[src/sv/sld_pkg.sv]
// ----------------------------------------------------------------------------
// sld_pkg
// Shared types and constants for the sync/length packet deframer.
// ----------------------------------------------------------------------------
package sld_pkg;

	// default framing geometry, in bytes from the first sync byte
	localparam int HEADER_LEN_DEF    = 67;
	localparam int LENGTH_OFFSET_DEF = 63;

	// header position counter width (fixed by the header format)
	localparam int POS_W = 8;

	// length field and payload counter
	localparam int LEN_W  = 32;
	localparam int LEFT_W = 31;

	localparam int QUEUE_DEPTH = 4;

	// one queue entry: a single byte, or a sync pair (byte0 then byte1)
	typedef struct packed {
		logic [7:0] byte0;
		logic [7:0] byte1;
		logic       pair;
		logic       last;
		logic       err;
	} entry_t;

	typedef struct packed {
		logic   valid;
		entry_t entry;
	} push_t;

	typedef struct packed {
		logic   nempty;
		entry_t entry;
	} head_t;

endpackage

[src/sv/sld_front.sv]
// ----------------------------------------------------------------------------
// sld_front
// Framing state machine: hunts for the sync word, walks the header, captures
// the length and counts the payload. Pushes result entries to the queue.
// ----------------------------------------------------------------------------
module sld_front #(
	parameter int HEADER_LEN    = sld_pkg::HEADER_LEN_DEF,
	parameter int LENGTH_OFFSET = sld_pkg::LENGTH_OFFSET_DEF
) (
	input  logic           clk,
	input  logic           arst_n,
	input  logic           accept,
	input  logic [7:0]     data_byte,
	input  logic [15:0]    sync_word,
	output sld_pkg::push_t push
);

	localparam logic [1:0] MODE_HUNT    = 2'd0;
	localparam logic [1:0] MODE_HEADER  = 2'd1;
	localparam logic [1:0] MODE_PAYLOAD = 2'd2;

	localparam int PW = sld_pkg::POS_W;

	logic [1:0]                 mode_q;
	logic [7:0]                 prev_q;
	logic                       held_q;
	logic [PW-1:0]              pos_q;
	logic [sld_pkg::LEN_W-1:0]  len_q;
	logic [sld_pkg::LEFT_W-1:0] left_q;

	logic [PW-1:0]              pos_next;
	logic                       in_field;
	logic [sld_pkg::LEN_W-1:0]  len_next;
	logic                       hdr_end;
	logic                       match;
	logic                       pay_end;

	assign pos_next = pos_q + 1'b1;
	assign in_field = ({1'b0, pos_q} >= (PW+1)'(LENGTH_OFFSET)) &&
		({1'b0, pos_q} < (PW+1)'(LENGTH_OFFSET + 4));
	assign len_next = in_field ? {len_q[sld_pkg::LEN_W-9:0], data_byte} : len_q;
	assign hdr_end  = pos_next >= PW'(HEADER_LEN);
	assign match    = held_q && ({prev_q, data_byte} == sync_word);
	// a zero count can only be seen if the mode was never set up; treat as end
	assign pay_end  = (left_q == sld_pkg::LEFT_W'(1)) || (left_q == '0);

	always_comb begin
		push = '0;
		push.entry.byte1 = data_byte;
		push.entry.byte0 = prev_q;
		unique case (mode_q)
			MODE_HEADER: begin
				push.valid = accept;
				if (hdr_end) begin
					push.entry.last = len_next[sld_pkg::LEN_W-1] || (len_next == '0);
					push.entry.err  = len_next[sld_pkg::LEN_W-1];
				end
			end
			MODE_PAYLOAD: begin
				push.valid      = accept;
				push.entry.last = pay_end;
			end
			default: begin
				push.valid      = accept && match;
				push.entry.pair = 1'b1;
			end
		endcase
	end

	always_ff @(posedge clk or negedge arst_n) begin
		if (!arst_n) begin
			mode_q <= MODE_HUNT;
			prev_q <= '0;
			held_q <= 1'b0;
			pos_q  <= '0;
			len_q  <= '0;
			left_q <= '0;
		end else if (accept) begin
			unique case (mode_q)
				MODE_HEADER: begin
					pos_q <= pos_next;
					len_q <= len_next;
					if (hdr_end) begin
						if (len_next[sld_pkg::LEN_W-1] || (len_next == '0)) begin
							mode_q <= MODE_HUNT;
							prev_q <= '0;
							held_q <= 1'b0;
						end else begin
							left_q <= len_next[sld_pkg::LEFT_W-1:0];
							mode_q <= MODE_PAYLOAD;
						end
					end
				end
				MODE_PAYLOAD: begin
					if (left_q != '0) begin
						left_q <= left_q - 1'b1;
					end
					if (pay_end) begin
						mode_q <= MODE_HUNT;
						prev_q <= '0;
						held_q <= 1'b0;
					end
				end
				default: begin
					if (match) begin
						mode_q <= MODE_HEADER;
						pos_q  <= PW'(2);
						len_q  <= '0;
						left_q <= '0;
						prev_q <= '0;
						held_q <= 1'b0;
					end else begin
						mode_q <= MODE_HUNT;
						prev_q <= data_byte;
						held_q <= 1'b1;
					end
				end
			endcase
		end
	end

endmodule

[src/sv/sld_queue.sv]
// ----------------------------------------------------------------------------
// sld_queue
// Small FIFO of result entries between the framer and the output stage.
// ----------------------------------------------------------------------------
module sld_queue #(
	parameter int DEPTH = sld_pkg::QUEUE_DEPTH
) (
	input  logic           clk,
	input  logic           arst_n,
	input  sld_pkg::push_t push,
	input  logic           pop,
	output sld_pkg::head_t head,
	output logic           full
);

	localparam int AW = (DEPTH > 1) ? $clog2(DEPTH) : 1;
	localparam int CW = $clog2(DEPTH + 1);

	sld_pkg::entry_t mem_q [DEPTH];
	logic [AW-1:0]   wr_q;
	logic [AW-1:0]   rd_q;
	logic [CW-1:0]   count_q;

	logic do_push;
	logic do_pop;

	assign full        = count_q == CW'(DEPTH);
	assign head.nempty = count_q != '0;
	assign head.entry  = mem_q[rd_q];
	assign do_push     = push.valid && !full;
	assign do_pop      = pop && head.nempty;

	always_ff @(posedge clk) begin
		if (do_push) begin
			mem_q[wr_q] <= push.entry;
		end
	end

	always_ff @(posedge clk or negedge arst_n) begin
		if (!arst_n) begin
			wr_q    <= '0;
			rd_q    <= '0;
			count_q <= '0;
		end else begin
			if (do_push) begin
				wr_q <= (wr_q == AW'(DEPTH - 1)) ? '0 : wr_q + 1'b1;
			end
			if (do_pop) begin
				rd_q <= (rd_q == AW'(DEPTH - 1)) ? '0 : rd_q + 1'b1;
			end
			if (do_push && !do_pop) begin
				count_q <= count_q + 1'b1;
			end else if (do_pop && !do_push) begin
				count_q <= count_q - 1'b1;
			end
		end
	end

endmodule

[src/sv/sld_back.sv]
// ----------------------------------------------------------------------------
// sld_back
// Output stage: splits sync pairs into two beats and holds the result
// register under stall.
// ----------------------------------------------------------------------------
module sld_back (
	input  logic           clk,
	input  logic           arst_n,
	input  sld_pkg::head_t head,
	output logic           pop,
	input  logic           result_stall,
	output logic           result_valid,
	output logic [7:0]     out_byte,
	output logic           first,
	output logic           last,
	output logic           length_error
);

	logic       valid_q;
	logic       phase_q;
	logic [7:0] byte_q;
	logic       first_q;
	logic       last_q;
	logic       err_q;
	logic       load;
	logic       lead;

	assign load = head.nempty && (!valid_q || !result_stall);
	// leading sync byte of a pair goes out first, entry stays at the head
	assign lead = head.entry.pair && !phase_q;
	assign pop  = load && !lead;

	always_ff @(posedge clk or negedge arst_n) begin
		if (!arst_n) begin
			valid_q <= 1'b0;
			phase_q <= 1'b0;
		end else if (load) begin
			valid_q <= 1'b1;
			phase_q <= lead;
		end else if (!result_stall) begin
			valid_q <= 1'b0;
		end
	end

	always_ff @(posedge clk) begin
		if (load) begin
			byte_q  <= lead ? head.entry.byte0 : head.entry.byte1;
			first_q <= lead;
			last_q  <= !lead && head.entry.last;
			err_q   <= !lead && head.entry.err;
		end
	end

	assign result_valid = valid_q;
	assign out_byte     = byte_q;
	assign first        = first_q;
	assign last         = last_q;
	assign length_error = err_q;

endmodule

[src/sv/sync_length_packet_deframer.sv]
// ----------------------------------------------------------------------------
// sync_length_packet_deframer
// Byte-stream packet deframer. While hunting it looks at each pair of
// consecutive bytes for the 16-bit big-endian sync word; on a match both
// sync bytes leave as the packet start (first on the leading one) and the
// rest of the HEADER_LEN-byte header follows. The four bytes at
// LENGTH_OFFSET give a big-endian payload length; that many payload bytes are
// passed and the final one carries last. A zero length ends the packet on
// the final header byte; a length with bit 31 set does the same and also
// raises length_error. After any packet end two fresh bytes are needed for
// the next sync. One input byte is taken every clock cycle while the queue
// has room (data_stall low); the output gives one beat per cycle while
// result_stall is low, and the extra beat of a sync match (two beats from
// one byte) is absorbed by the four-entry queue between the framing state
// machine and the output register, which each byte passes in turn. Write
// sync_word only while the block is idle; the write port is always ready.
// ----------------------------------------------------------------------------
module sync_length_packet_deframer #(
	parameter int HEADER_LEN    = sld_pkg::HEADER_LEN_DEF,
	parameter int LENGTH_OFFSET = sld_pkg::LENGTH_OFFSET_DEF
) (
	input  logic        clk,
	input  logic        arst_n,

	// sync word register write
	input  logic        sync_word_valid,
	output logic        sync_word_ready,
	input  logic [15:0] sync_word,

	// input byte stream
	input  logic        data_valid,
	output logic        data_stall,
	input  logic [7:0]  data_byte,

	// framed output stream
	output logic        result_valid,
	input  logic        result_stall,
	output logic [7:0]  out_byte,
	output logic        first,
	output logic        last,
	output logic        length_error
);

	logic [15:0]    sync_word_q;
	logic           accept;
	logic           full;
	logic           pop;
	sld_pkg::push_t push;
	sld_pkg::head_t head;

	// config register: always writable
	assign sync_word_ready = 1'b1;

	always_ff @(posedge clk or negedge arst_n) begin
		if (!arst_n) begin
			sync_word_q <= '0;
		end else if (sync_word_valid) begin
			sync_word_q <= sync_word;
		end
	end

	// hold off the source only when the queue has no room
	assign data_stall = full;
	assign accept     = data_valid && !data_stall;

	sld_front #(
		.HEADER_LEN   (HEADER_LEN),
		.LENGTH_OFFSET(LENGTH_OFFSET)
	) u_front (
		.clk      (clk),
		.arst_n   (arst_n),
		.accept   (accept),
		.data_byte(data_byte),
		.sync_word(sync_word_q),
		.push     (push)
	);

	sld_queue #(
		.DEPTH(sld_pkg::QUEUE_DEPTH)
	) u_queue (
		.clk   (clk),
		.arst_n(arst_n),
		.push  (push),
		.pop   (pop),
		.head  (head),
		.full  (full)
	);

	sld_back u_back (
		.clk         (clk),
		.arst_n      (arst_n),
		.head        (head),
		.pop         (pop),
		.result_stall(result_stall),
		.result_valid(result_valid),
		.out_byte    (out_byte),
		.first       (first),
		.last        (last),
		.length_error(length_error)
	);

endmodule

[config.mk]
export PLATFORM = sky130hd
export DESIGN_NAME = sync_length_packet_deframer
export DESIGN_NICKNAME = d
export VERILOG_FILES = /design/src/sv/sld_pkg.sv /design/src/sv/sld_front.sv /design/src/sv/sld_queue.sv /design/src/sv/sld_back.sv /design/src/sv/sync_length_packet_deframer.sv
export SDC_FILE = /design/constraint.sdc
export NUM_CORES = 1
export LEC_CHECK = 0
export BUFFER_PORTS_ARGS = -buffer_cell sky130_fd_sc_hd__buf_4
export CORE_MARGIN = 5
export CORE_UTILIZATION = 35
export CTS_CLUSTER_DIAMETER = 30
export DETAILED_ROUTE_END_ITERATION = 8
export GPL_ROUTABILITY_DRIVEN = 1
export PLACE_DENSITY_LB_ADDON = 0.12
export SETUP_SLACK_MARGIN = 0.5
export SYNTH_ARGS = -nofsm -noshare
export SYNTH_HDL_FRONTEND = slang
export SYNTH_SLANG_ARGS = --single-unit
export TNS_END_PERCENT = 30
[constraint.sdc]
create_clock -name clk -period 3.9 [get_ports clk]
set_clock_uncertainty 0.2 [all_clocks]
set_input_delay 0.39 -clock clk [delete_from_list [all_inputs] [get_ports clk]]
set_output_delay 0.39 -clock clk [all_outputs]
set_load 0.01 [all_outputs]
==> results.md <==
- CP max stage cell: or4_4
- Vias post-DR: 6,873
- Remaining DRCs: 0
- Asr flop ratio synth: 55.2%
- Die Ht: 175 um
- Nature of the critical path endpoint: register
- Syn Std Cell Area: 9480 um^2
- Pwr Total: 0.00612 W
- Register bit count reported by yosys: 194
- Final Slew Violations: 0
- Slew margin rel.: 34.3%
- Die width: 175 um
- Post-synth EDFFs: 87
- Mapped Nets: 890
- Most numerous cell on the critical path: or4_4
- Mapped Cells: 847
- Maximum vdd ir drop: 0.300 mV
- Routed WL per cell: 19.9 um
- Yosys cell types: 61
- Final setup viols: 0
- Max-Cap Viols: 0
- CTS tree: yes
- Via density: 5.47
- Root Buffer: clkbuf_16
- Syn Area/Cell: 11.2 um^2
- Setup Crit Path Kind: reg -> reg
- Number of clock sinks: 194
- Cell Pwr Density: 549 nW/um^2
- Final Hold Viols: 0
- Crit path arrival time: 3.44 ns
- GR Overflow Total: 0
- Clock latency on the worst-skew pair: 0.45 ns
- Final instance area: 11,100 um^2
- GRT busiest layer: met2
- RePlAce Congestion: 0.822
- Largest net degree at the start of global routing: 70
- Slowest stage delay, CP: 0.59 ns
- Number of detailed-route iterations in the first pass: 4
- Clock buffer depth: 2
- Placed Area: 10,200 um^2
- Highest clock rate: 302 MHz
- Global routing met2 resource utilization: 26.2%
- Row cnt: 60
- Final period utilization: 85.0%
- Layout Cells excl Fill: 1,257
- Layout fillers: 2,552
- Ys flop type: dfrtp_1
- Global-route wire length before repair: 39,500 um
- Synth warn: 0
- Final min period: 3.32 ns
- IO Port Bufs: 41
- H-tree Lvls: 4
- CTS buffer count: 17
- RSZ-0062 raised after global routing: yes
- Gr usage total: 16.4%
- Core area: 26,800 um^2
- CP cell instances: or4_4 > or4_4 > or3_4 > nor4b_4 > o211ai_2 > o21bai_4 > buf_4 > mux2i_1
- # diodes: 0
- Sequential area share after synthesis: 55.8%
- Layout area overhead: 17.5%
- Final layout net count: 946
- Initial Utilization: 35.4%
- Placed insts: 1,202
- Worst Max-Slew Pin Slew: 0.986 ns
- Post-CTS Setup Bufs: 0
- Core Util, Final: 41.6%
- Status: completed
- Share of post-route cells with drive strength above 1: 18.9%
- Detailed Place HPWL: 16,200 um
- Register clock-pin slew on the reported worst setup and hold paths: 0.10 ns
- Worst Path Required: 4.02 ns
- Met3 GRT Util: 3.00%
- Residual antenna-violating net count after detailed routing: 0
- Initial antenna violation count: 0
- Num ports: 43
- Leak: 4.30 nW
- DR iter-0 viols: 461
- Die area: 30,500 um^2
- Critical Path Fanout Max: 7
- Setup crit start kind: register
- Setup_tns: 0 ns
- Met1 usage: 23.4%
- Hold Path Class: in -> reg
- Vias in the first global route: 6,753
- Final wirelength: 25,000 um
-- sequential cells by signal, indices dropped and copies added (netlist names), 3 cells and up --
register and count:
sync_word_q 16, u_front.len_q 32, u_front.prev_q 8, u_front.left_q 31
u_back.out_byte 8, u_front.pos_q 8, u_queue.mem_q 76, u_queue.count_q 3
-- where the power goes --
group	switching, W	leakage (nW)	internal, W	total (W)
Clock	0.000970	0.309	0.000908	0.00188
Sequential	0.000175	2.05	0.00249	0.00267
Combinational	0.000855	1.94	0.000715	0.00157
-- worst max-delay path, delay by kind of cell, from the launching register on --
family,cells,cell delay (ns)
and+or+nand+nor,4,1.86
AOI/OAI and AO/OA,2,0.43
DFF,1,0.40
buffers and inverters,1,0.20
muxes,1,0.11
-- placed cells by master, fill, tap and decap left out, types with 6 or more instances in the layout --
cell and instances:
a21oi_1 69, a31oi_1 10, a32oi_1 7, and2_1 8, and3_1 22, buf_4 67, clkbuf_16 17, clkinv_8 6
dfrtp_1 107, dlygate4sd3_1 23, edfxtp_1 87, ha_1 12, inv_1 28, inv_12 6, mux2_2 36, mux2i_1 15
mux4_2 19, nand2_1 117, nand4_1 8, nor2_1 40, nor3_1 17, nor4_1 14, o21ai_0 58, o31ai_1 26
xnor2_1 11, xor2_1 10
-- timing repair --
item	4_1_cts	5_1_grt
resized for setup	2	8
hold buffers	21	2
hold endpoints to repair	86	3
endpoints found under the setup margin	7	35
-- synth_stat cells (all sizes together), types with 12 or more instances --
library cell  number  area (um^2)
mux4              19          428
mux2i             15          150
nor4              16          100
nand2            117          439
inv               28          105
o21ai             58          290
mux2              37          420
and3              22          138
dfrtp            107         2680
nor2              42          158
o31ai             26          195
ha                13          163
clkbuf            41          154
buf               12         63.8
edfxtp            87         2610
a21oi             69          345
nor3              17         85.1
-- routing by layer --
layer / share of wire [%] / up-vias
met5: 0 / -
met4: 0.80 / 0
met3: 3.3 / 21
met2: 48 / 143
met1: 48 / 3470
li1: - / 3239
-- through the flow --
| stage | setup slack (ns) | hold WS, ns |
|---|---|---|
| 2_1_floorplan | 0.621 | -0.106 |
| 3_5_place_dp | 0.354 | 0.262 |
| 3_3_place_gp | 0.415 | 0.255 |
| 5_1_grt | 0.475 | 0.00733 |
| 4_1_cts | 0.504 | 0.00206 |
| 6_report | 0.584 | 0.0225 |
-- final timing paths --
check	start	slack, ns	end	cells past startpoint
max reg2reg	u_front.left_q[14]	0.58	u_front.prev_q[1]	8
max in group asynchronous	arst_n	2.13	u_front.len_q[23]	3
min reg2reg	u_back.phase_q	0.28	u_back.phase_q	1
min in group asynchronous	arst_n	0.41	u_front.len_q[19]	2
max	u_front.left_q[14]	0.58	u_front.prev_q[1]	8
min	data_byte[6]	0.02	u_queue.mem_q[2][9]	1
-- logic make-up after synthesis --
| kind of cell | after synthesis | share of synthesized area [%] |
|---|---|---|
| AND/OR/NAND/NOR | 259 | 13.0 |
| AO/OA/AOI/OAI | 205 | 13.3 |
| flip-flops | 194 | 55.8 |
| buffers and inverters | 82 | 3.45 |
| multiplexers | 71 | 10.5 |
| XOR/XNOR | 21 | 1.94 |
| adder cells (fa/ha/maj) | 14 | 1.93 |
| other | 1 | 0.0396 |
-- cell type report --
| cell class | instances | area, um^2 | area share, % |
|---|---|---|---|
| multi-input cells | 571 | 3930 | 35.3 |
| clock buffers | 17 | 425 | 3.82 |
| inverters | 29 | 109 | 0.977 |
| clock inverters | 15 | 224 | 2.01 |
| repair buffers | 90 | 733 | 6.58 |
| flip-flops and latches | 194 | 5290 | 47.5 |
| well taps | 341 | 427 | 3.83 |
Power figures use the tool's default switching activity.
